--- src/design/lru_cache_pkg.sv ---
`timescale 1ns / 1ps
package lru_cache_pkg;
	localparam int ENTRIES_DEF = 16;
	localparam int BLOCK_BYTES_DEF = 4096;
	localparam int DEVICES_DEF = 16;

	typedef enum logic [1:0] {
		CMD_READ = 2'd0,
		CMD_WRITE = 2'd1,
		CMD_SYNC = 2'd2,
		CMD_FAIL = 2'd3
	} cmd_t;

	typedef enum logic [2:0] {
		ST_HIT = 3'd0,
		ST_MISS = 3'd1,
		ST_BAD = 3'd2,
		ST_SYNC_WB = 3'd3,
		ST_SYNC_DONE = 3'd4,
		ST_INVAL = 3'd5
	} status_t;

	typedef enum logic [2:0] {
		S_IDLE,
		S_LOOKUP,
		S_SYNC,
		S_OUT
	} state_t;

	// Broadcast from the controller to every cell.
	typedef struct packed {
		logic [3:0]  dev;
		logic [31:0] blk;
		logic        upd;        // apply recency/valid update this cycle
		logic        set_dirty;
		logic        alloc;      // selected cell takes the new tag
		logic        inval;      // selected cell is invalidated
		logic        clr_dirty;  // selected cell drops dirty (sync)
		logic [5:0]  sel;        // selected cell index
		logic [5:0]  ref_rank;   // rank of the selected cell before update
		logic        sel_was_valid;
	} cell_ctl_t;

	// Per-cell view back to the controller.
	typedef struct packed {
		logic        valid;
		logic        dirty;
		logic        match;
		logic [3:0]  dev;
		logic [31:0] blk;
		logic [5:0]  rank;
	} cell_stat_t;
endpackage

--- src/design/lru_cache_cell.sv ---
`timescale 1ns / 1ps
module lru_cache_cell
	import lru_cache_pkg::*;
#(
	parameter int IDX = 0,
	parameter int RW = 6
) (
	input  logic       clk,
	input  logic       arst_n,
	input  cell_ctl_t  ctl,
	output cell_stat_t stat
);
	logic          valid_q, dirty_q;
	logic [3:0]    dev_q;
	logic [31:0]   blk_q;
	logic [RW-1:0] rank_q;
	logic          me;

	assign me = (ctl.sel[RW-1:0] == IDX[RW-1:0]);

	always_ff @(posedge clk or negedge arst_n) begin
		if (!arst_n) begin
			valid_q <= 1'b0;
			dirty_q <= 1'b0;
			rank_q <= '0;
		end else if (ctl.upd) begin
			if (me && ctl.alloc) begin
				valid_q <= 1'b1;
				dirty_q <= ctl.set_dirty | (dirty_q & valid_q & !ctl.alloc);
				rank_q <= '0;
			end else if (me && ctl.inval) begin
				valid_q <= 1'b0;
				dirty_q <= 1'b0;
				rank_q <= '0;
			end else if (me && ctl.clr_dirty) begin
				dirty_q <= 1'b0;
			end else if (me) begin
				// Hit: becomes most recent.
				rank_q <= '0;
				if (ctl.set_dirty) dirty_q <= 1'b1;
			end else if (valid_q) begin
				if (ctl.inval) begin
					if (ctl.sel_was_valid && rank_q > ctl.ref_rank[RW-1:0])
						rank_q <= rank_q - 1'b1;
				end else if (!ctl.clr_dirty) begin
					if (!ctl.sel_was_valid || rank_q < ctl.ref_rank[RW-1:0])
						rank_q <= rank_q + 1'b1;
				end
			end
		end
	end

	always_ff @(posedge clk) begin
		if (ctl.upd && me && ctl.alloc) begin
			dev_q <= ctl.dev;
			blk_q <= ctl.blk;
		end
	end

	always_comb begin
		stat.valid = valid_q;
		stat.dirty = dirty_q;
		stat.match = valid_q && dev_q == ctl.dev && blk_q == ctl.blk;
		stat.dev = dev_q;
		stat.blk = blk_q;
		stat.rank = 6'(rank_q);
	end
endmodule

--- src/design/lru_write_back_block_cache_tags_unit.sv ---
`timescale 1ns / 1ps
// Read, write and fill-failed items: the result is registered in the lookup state after
// the item is accepted, and the next item is taken only after the result leaves.
// Only one item is in flight.
// Sync: a scan over all ENTRIES slots that issues writebacks as found, then the done
// item; the scan holds while a result item is stalled at the output.
// Reset (arst_n low) clears valid, dirty and ranks of all slots at once.
module lru_write_back_block_cache_tags_unit
	import lru_cache_pkg::*;
#(
	parameter int ENTRIES = ENTRIES_DEF,
	parameter int BLOCK_BYTES = BLOCK_BYTES_DEF,
	parameter int DEVICES = DEVICES_DEF
) (
	input  logic        clk,
	input  logic        arst_n,
	input  logic        in_valid,
	output logic        in_ready,
	input  logic [1:0]  command,
	input  logic [3:0]  device_id,
	input  logic [31:0] block_number,
	input  logic [15:0] length,
	input  logic        sync_all,
	input  logic [3:0]  failed_slot,
	output logic        out_valid,
	input  logic        out_ready,
	output logic [2:0]  status,
	output logic [3:0]  slot,
	output logic        hit,
	output logic        fetch_needed,
	output logic        victim_writeback,
	output logic [3:0]  victim_device,
	output logic [31:0] victim_block,
	output logic [4:0]  flush_count,
	output logic [15:0] bytes_done,
	output logic        last
);
	localparam int RW = (ENTRIES > 1) ? $clog2(ENTRIES + 1) : 1;
	localparam int IW = (ENTRIES > 1) ? $clog2(ENTRIES) : 1;

	state_t state_q, state_d;
	cell_ctl_t ctl;
	cell_stat_t st [ENTRIES];

	logic [1:0]  cmd_q;
	logic [3:0]  dev_q, fs_q;
	logic [31:0] blk_q;
	logic [15:0] len_q;
	logic        all_q;
	logic [IW-1:0] scan_q;
	logic [4:0]  cnt_q;

	for (genvar g = 0; g < ENTRIES; g++) begin : g_cell
		lru_cache_cell #(.IDX(g), .RW(RW)) u_cell (
			.clk(clk), .arst_n(arst_n), .ctl(ctl), .stat(st[g])
		);
	end

	// Lookup: parallel match, lowest free slot, oldest valid slot.
	logic        any_hit, any_free;
	logic [IW-1:0] hit_i, free_i, old_i, pick_i;
	always_comb begin
		any_hit = 1'b0; any_free = 1'b0;
		hit_i = '0; free_i = '0; old_i = '0;
		for (int i = ENTRIES - 1; i >= 0; i--) begin
			if (st[i].match) begin any_hit = 1'b1; hit_i = IW'(i); end
			if (!st[i].valid) begin any_free = 1'b1; free_i = IW'(i); end
			if (st[i].rank == 6'(ENTRIES - 1)) old_i = IW'(i);
		end
		pick_i = any_hit ? hit_i : (any_free ? free_i : old_i);
	end

	logic bad;
	assign bad = (len_q == 16'd0) || (32'(len_q) > 32'(BLOCK_BYTES))
		|| (32'(dev_q) >= 32'(DEVICES));

	logic fs_ok;
	assign fs_ok = 32'(fs_q) < 32'(ENTRIES);

	logic [IW-1:0] fs_i;
	assign fs_i = IW'(fs_q);

	logic sync_hit;
	assign sync_hit = st[scan_q].valid && st[scan_q].dirty
		&& (all_q || st[scan_q].dev == dev_q);

	logic        load_out;
	logic [2:0]  n_status;
	logic [3:0]  n_slot, n_vdev;
	logic        n_hit, n_fetch, n_vwb, n_last;
	logic [31:0] n_vblk;
	logic [4:0]  n_cnt;
	logic [15:0] n_bytes;
	logic        scan_step, scan_end;

	always_comb begin
		state_d = state_q;
		in_ready = (state_q == S_IDLE);
		ctl = '0;
		ctl.dev = dev_q;
		ctl.blk = blk_q;
		load_out = 1'b0;
		scan_step = 1'b0;
		scan_end = 1'b0;
		n_status = ST_HIT; n_slot = '0; n_hit = 1'b0; n_fetch = 1'b0;
		n_vwb = 1'b0; n_vdev = '0; n_vblk = '0; n_cnt = '0; n_bytes = '0;
		n_last = 1'b1;
		case (state_q)
			S_IDLE: begin
				if (in_valid) state_d = (command == CMD_SYNC) ? S_SYNC : S_LOOKUP;
			end
			S_LOOKUP: begin
				load_out = 1'b1;
				state_d = S_OUT;
				if (cmd_q == CMD_FAIL) begin
					n_status = ST_INVAL;
					n_slot = fs_q;
					if (fs_ok && st[fs_i].valid) begin
						ctl.upd = 1'b1;
						ctl.inval = 1'b1;
						ctl.sel = 6'(fs_i);
						ctl.ref_rank = st[fs_i].rank;
						ctl.sel_was_valid = 1'b1;
					end
				end else if (bad) begin
					n_status = ST_BAD;
				end else begin
					ctl.upd = 1'b1;
					ctl.sel = 6'(pick_i);
					ctl.ref_rank = st[pick_i].rank;
					ctl.sel_was_valid = st[pick_i].valid;
					ctl.set_dirty = (cmd_q == CMD_WRITE);
					ctl.alloc = !any_hit;
					n_slot = 4'(pick_i);
					n_bytes = len_q;
					if (any_hit) begin
						n_status = ST_HIT;
						n_hit = 1'b1;
					end else begin
						n_status = ST_MISS;
						n_fetch = 1'b1;
						if (st[pick_i].valid && st[pick_i].dirty) begin
							n_vwb = 1'b1;
							n_vdev = st[pick_i].dev;
							n_vblk = st[pick_i].blk;
						end
					end
				end
			end
			S_SYNC: begin
				if (!out_valid || out_ready) begin
					scan_step = 1'b1;
					if (sync_hit) begin
						load_out = 1'b1;
						n_status = ST_SYNC_WB;
						n_slot = 4'(scan_q);
						n_vwb = 1'b1;
						n_vdev = st[scan_q].dev;
						n_vblk = st[scan_q].blk;
						n_last = 1'b0;
						ctl.upd = 1'b1;
						ctl.clr_dirty = 1'b1;
						ctl.sel = 6'(scan_q);
					end
					if (32'(scan_q) == 32'(ENTRIES - 1)) begin
						scan_end = 1'b1;
						state_d = S_OUT;
					end
				end
			end
			S_OUT: begin
				if (!out_valid || out_ready) begin
					if (cmd_q == CMD_SYNC && last == 1'b0) begin
						load_out = 1'b1;
						n_status = ST_SYNC_DONE;
						n_cnt = cnt_q;
					end else begin
						state_d = S_IDLE;
					end
				end
			end
			default: state_d = S_IDLE;
		endcase
	end

	always_ff @(posedge clk or negedge arst_n) begin
		if (!arst_n) begin
			state_q <= S_IDLE;
			out_valid <= 1'b0;
			last <= 1'b0;
			scan_q <= '0;
			cnt_q <= '0;
		end else begin
			state_q <= state_d;
			if (load_out) begin
				out_valid <= 1'b1;
				last <= n_last;
			end else if (out_ready) begin
				out_valid <= 1'b0;
			end
			if (in_valid && in_ready) begin
				scan_q <= '0;
				cnt_q <= '0;
				// Sync done comes after the last writeback; mark last low to queue it.
				if (command == CMD_SYNC) last <= 1'b0;
			end else begin
				if (scan_step && !scan_end) scan_q <= scan_q + 1'b1;
				if (scan_step && sync_hit) cnt_q <= cnt_q + 1'b1;
			end
		end
	end

	always_ff @(posedge clk) begin
		if (in_valid && in_ready) begin
			cmd_q <= command;
			dev_q <= device_id;
			blk_q <= block_number;
			len_q <= length;
			all_q <= sync_all;
			fs_q <= failed_slot;
		end
		if (load_out) begin
			status <= n_status;
			slot <= n_slot;
			hit <= n_hit;
			fetch_needed <= n_fetch;
			victim_writeback <= n_vwb;
			victim_device <= n_vdev;
			victim_block <= n_vblk;
			flush_count <= n_cnt;
			bytes_done <= n_bytes;
		end
	end
endmodule

--- config.mk ---
export PLATFORM = sky130hd
export DESIGN_NAME = lru_write_back_block_cache_tags_unit
export DESIGN_NICKNAME = d
export VERILOG_FILES = /design/src/design/lru_cache_pkg.sv /design/src/design/lru_cache_cell.sv /design/src/design/lru_write_back_block_cache_tags_unit.sv
export SDC_FILE = /design/constraint.sdc
export NUM_CORES = 2
export LEC_CHECK = 0
export BUFFER_PORTS_ARGS = -buffer_cell sky130_fd_sc_hd__buf_2
export CAP_MARGIN = 5
export CORE_ASPECT_RATIO = 0.8
export CORE_MARGIN = 5
export CORE_UTILIZATION = 25
export DETAILED_ROUTE_END_ITERATION = 8
export RECOVER_POWER = 25
export SYNTH_ARGS = -nofsm -noshare
export SYNTH_HDL_FRONTEND = slang
export SYNTH_SLANG_ARGS = --single-unit
--- constraint.sdc ---
create_clock -name clk -period 9.55 [get_ports clk]
set_clock_uncertainty 0.1 [all_clocks]
set_input_delay 0 -clock clk [delete_from_list [all_inputs] [get_ports clk]]
set_output_delay 0 -clock clk [all_outputs]
set_load 0.01 [all_outputs]
==> results.py <==
metrics = {
    "status": {
        "run_status": "complete, but fails checks",
        "violations": "max-capacitance violations, max-slew violations",
    },
    "global_routing": {
        "first_global_vias": 40080,
        "grt.overflow.total": 0,
        "number_of_antenna_violations_at_the_first_check_in_global_routing": 24,
        "grt_first_pass_wirelength_um": 388800,
        "grt_util_all_layers_pct": 25.74,
        "grt_start_max_net_pins": 116,
    },
    "finish": {
        "seq_area_um2": 24220,
        "layout-area-overhead-vs-synth_pct": 17.97,
        "utilization_pct": 29.69,
        "finish.net_count": 4858,
        "instances_no_fill": 7564,
        "multi_input_area_um2": 27880,
        "final_std_cell_area_no_fill_um2": 62990,
        "layout-drive-gt1-share_pct": 16.92,
        "fillerInstances": 21496,
    },
    "route": {
        "avgViaCountPerCell": 5.685,
        "drtIter0Drc": 6355,
        "remaining_drc_errors": 0,
        "aggregate_routed_wire_length_um": 296800,
        "drt.antenna.violating_nets": 0,
        "wl_per_cell_um": 39.23,
        "detailroute.via_count": 43005,
        "drt_pre_antenna_iters": 8,
    },
    "worst_setup_path": {
        "slowest_delay_ns": 1.08,
        "arrival_ns": 9.18,
        "timing.critical_path.slowest_stage_cell": "clkbuf_1",
        "critical_path.cell_chain": "clkbuf_1 > xor2_1 > nor4_1 > nand4_1 > or4_1 > nand4_1 > nor2_1 > nand2_1 > or4_1 > and2_4 > buf_4 > nand2_1 > a32oi_4 > a22oi_1 > nand2_4 > buf_4 > o21ai_0",
        "critPathKind": "reg -> reg",
        "critical_path.max_fanout": 29,
        "critical-path-top-delay-family": "simple AND/OR/NAND/NOR gates",
        "worstPathRequired_ns": 9.88,
        "setup.worst_path.start_class": "flop",
        "cp-end-kind": "flop",
        "critical_path_buf_inv_count": 3,
    },
    "placement": {
        "dpl_worst_slack_ns": 1.161,
        "port_buffers": 132,
        "place_congestion": 1.015,
        "placed_cell_area_um2": 58390,
        "hpwlAfterDp_um": 231300,
        "place_inst": 7247,
    },
    "floorplan": {
        "num_io_pins": 133,
        "floorplan.initialDensity_pct": 25.17,
        "core_area_um2": 212200,
        "dieHeight_um": 423.4,
        "chipWidth_um": 526.7,
        "placement_rows": 151,
        "floorplan.die_area_um2": 223000,
    },
    "sta": {
        "final.setup.tns_ns": 0,
        "hold_violations": 0,
        "rsz0062_at_grt": "false",
        "final.min_clock_period_ns": 8.848,
        "slew_headroom_pct": -173.2,
        "setup-violations-final": 0,
        "report.final.slew_viol_count": 127,
        "fin_ws_ns": 0.7019,
        "fin_crit_sh_pct": 92.65,
        "max_slew.worst_pin.slew_ns": 4.097,
        "max_freq_ghz": 0.1130,
    },
    "clock_tree": {
        "clk-insertion-delay-late_ns": 0.79,
        "h-tree-depth": 3,
        "clk_transition_reported_paths_ns": 0.07,
        "tritoncts": "built",
        "clock_sinks": 827,
        "ctsRootBufferMaster": "clkbuf_16",
        "number_of_buffers_inserted_during_clock_tree_synthesis": 99,
        "postCtsResizedCells": 0,
        "hold_fix_buffers_cts": 124,
        "postCtsSetupBuffers": 0,
        "clock_tree.buffer_depth": 3,
    },
    "power": {
        "power-per-cell-area_nw_per_um2": 199.4,
        "pwr-share-comb_pct": 30.4,
        "p_sw_uw": 4650,
        "clkPwrFrac_pct": 33.0,
        "vdd_ir_drop_max_uv": 153.3,
        "power_report.internal_total_uw": 7908,
        "power_switching_share_pct": 37.03,
        "sequentialPowerShare_pct": 36.6,
        "power.static_leakage_uw": 0.02247,
    },
    "yosys": {
        "ys_seq_area_share_pct": 45.34,
        "synth_enable_flop_cells": 702,
        "syn-cell-area_um2": 53400,
        "yosysWarningCount": 0,
        "ys_async_sr_fraction_pct": 15.11,
        "number_of_library_cell_types_mapped_by_synthesis": 88,
        "postSynthCellCount": 4346,
        "ys_seq_elements": 827,
        "postSynthAreaPerCell_um2": 12.29,
        "synth_top_flop_cell": "edfxtp_1",
    },
    "min_path": {
        "holdCritPathClass": "in -> reg",
    },
    "run": {
        "cap_viol_max_count": 2,
    },
}
worst min-delay path, cell delays in order:
cell           delay (ns)
dlygate4sd3_1        0.56
clkbuf_1             0.14
a31oi_1              0.15
o31ai_1              0.08
state kept, by name, indices dropped and copies added, names as in the netlist, 5 cells and up:
| register | count |
|---|---|
| flush_count | 5 |
| blk_q | 32 |
| g_cell.u_cell.blk_q | 512 |
| g_cell.u_cell.dirty_q | 16 |
| len_q | 16 |
| g_cell.u_cell.valid_q | 16 |
| g_cell.u_cell.dev_q | 64 |
| g_cell.u_cell.rank_q | 80 |
| victim_block | 32 |
| bytes_done | 16 |
| cnt_q | 5 |
routing by layer:
layer,routed length [µm],up-vias,track usage [%]
li1,-,17363,-
met1,133700,22620,37.71
met2,118200,2678,35.51
met3,36220,334,9.405
met4,8533,10,6.347
met5,59,-,0
per-stage QoR:
step | hold WS, ns | power (µW)
after floorplan | -0.3956 | 6526
after global placement | -0.01699 | 8371
after detailed placement | -0.01016 | 8344
after CTS | 0.02644 | 12530
after global routing | 0.07148 | 12850
final | 0.1076 | 12560
area by class of cell:
type	count	area share, %
Multi-Input combinational cell	3171	44.26
Sequential cell	827	38.45
Timing Repair Buffer	455	5.659
Tap cell	2830	5.621
Clock buffer	114	4.104
Clock inverter	65	1.325
Inverter	89	0.5304
Antenna cell	13	0.05164
cells in the mapped netlist (8+ instances only):
cell,instances,area [µm²]
and3_1,20,125.1
nand4b_1,9,78.83
ha_1,136,1702
mux4_2,207,4662
buf_4,18,135.1
o211ai_1,72,540.5
buf_1,47,176.4
or4_1,14,105.1
buf_2,100,500.5
o21a_1,23,172.7
or2_1,9,56.30
o21ai_0,119,595.6
inv_1,86,322.8
nand2b_1,120,750.7
nor2_1,86,322.8
mux2_2,57,641.9
and2_1,32,200.2
mux2i_1,575,5756
nor4b_1,8,70.07
nor4_1,120,750.7
o2111ai_1,22,192.7
nand3_1,90,450.4
dfrtp_1,125,3128
fa_1,16,320.3
o31ai_1,11,82.58
a21o_1,38,285.3
edfxtp_1,702,21080
o21ai_1,47,235.2
nor3_1,35,175.2
a21oi_1,103,515.5
xor2_1,161,1410
xnor2_1,430,3766
a211oi_2,12,150.1
a31oi_1,18,112.6
nand2_1,214,803.3
nand4_1,216,1351
nor2b_1,28,175.2
or3_1,15,93.84
clkbuf_1,90,337.8
power by group through the flow:
stage / clock (µW) / combinational [µW] / sequential [µW]
final: 4140 / 3820 / 4600
after global placement: 0 / 3690 / 4680
after CTS: 4200 / 3720 / 4610
after global routing: 4340 / 3880 / 4630
after detailed placement: 0 / 3660 / 4680
after floorplan: 0 / 2000 / 4530
path summary, 6_finish.rpt:
path	from	endpoint	depth (start not counted)	slack, ns
min in group asynchronous	arst_n	g_cell[7].u_cell.rank_q[1]	4	1.66
worst max register to register	blk_q[14]	victim_block[23]	17	0.70
worst min-delay path	command[1]	state_q[1]	4	0.11
worst min register to register	cnt_q[4]	cnt_q[4]	2	0.43
max in group asynchronous	arst_n	scan_q[0]	4	4.47
worst max-delay path	blk_q[14]	victim_block[23]	17	0.70
cell families (layout without fill, tap and decap cells):
group	count (synthesis)	after routing	synth area share, %
multiplexers	839	839	20.71
XOR/XNOR	592	592	9.724
AO/OA/AOI/OAI	535	535	6.643
AND/OR/NAND/NOR	1050	1050	10.89
adder cells (fa/ha/maj)	152	152	3.787
other	1	16	0.007023
buffers and inverters	350	723	2.906
flip-flops	827	827	45.34
cell usage in the layout, fill, tap and decap left out, drive strengths merged, types with 57 or more instances in the layout:
cell type    synthesis  routed
edfxtp             702     702
mux2i              575     575
xnor2              431     431
buf                171     298
nand4              216     216
nand2              215     215
mux4               207     207
o21ai              166     166
xor2               161     161
clkbuf              90     148
ha                 136     136
dfrtp              125     125
dlygate4sd3          0     123
nand2b             120     120
nor4               120     120
a21oi              106     106
inv                 88      95
nand3               90      90
nor2                87      87
o211ai              72      72
mux2                57      57
No activity file was read; power rests on OpenSTA's default activity.
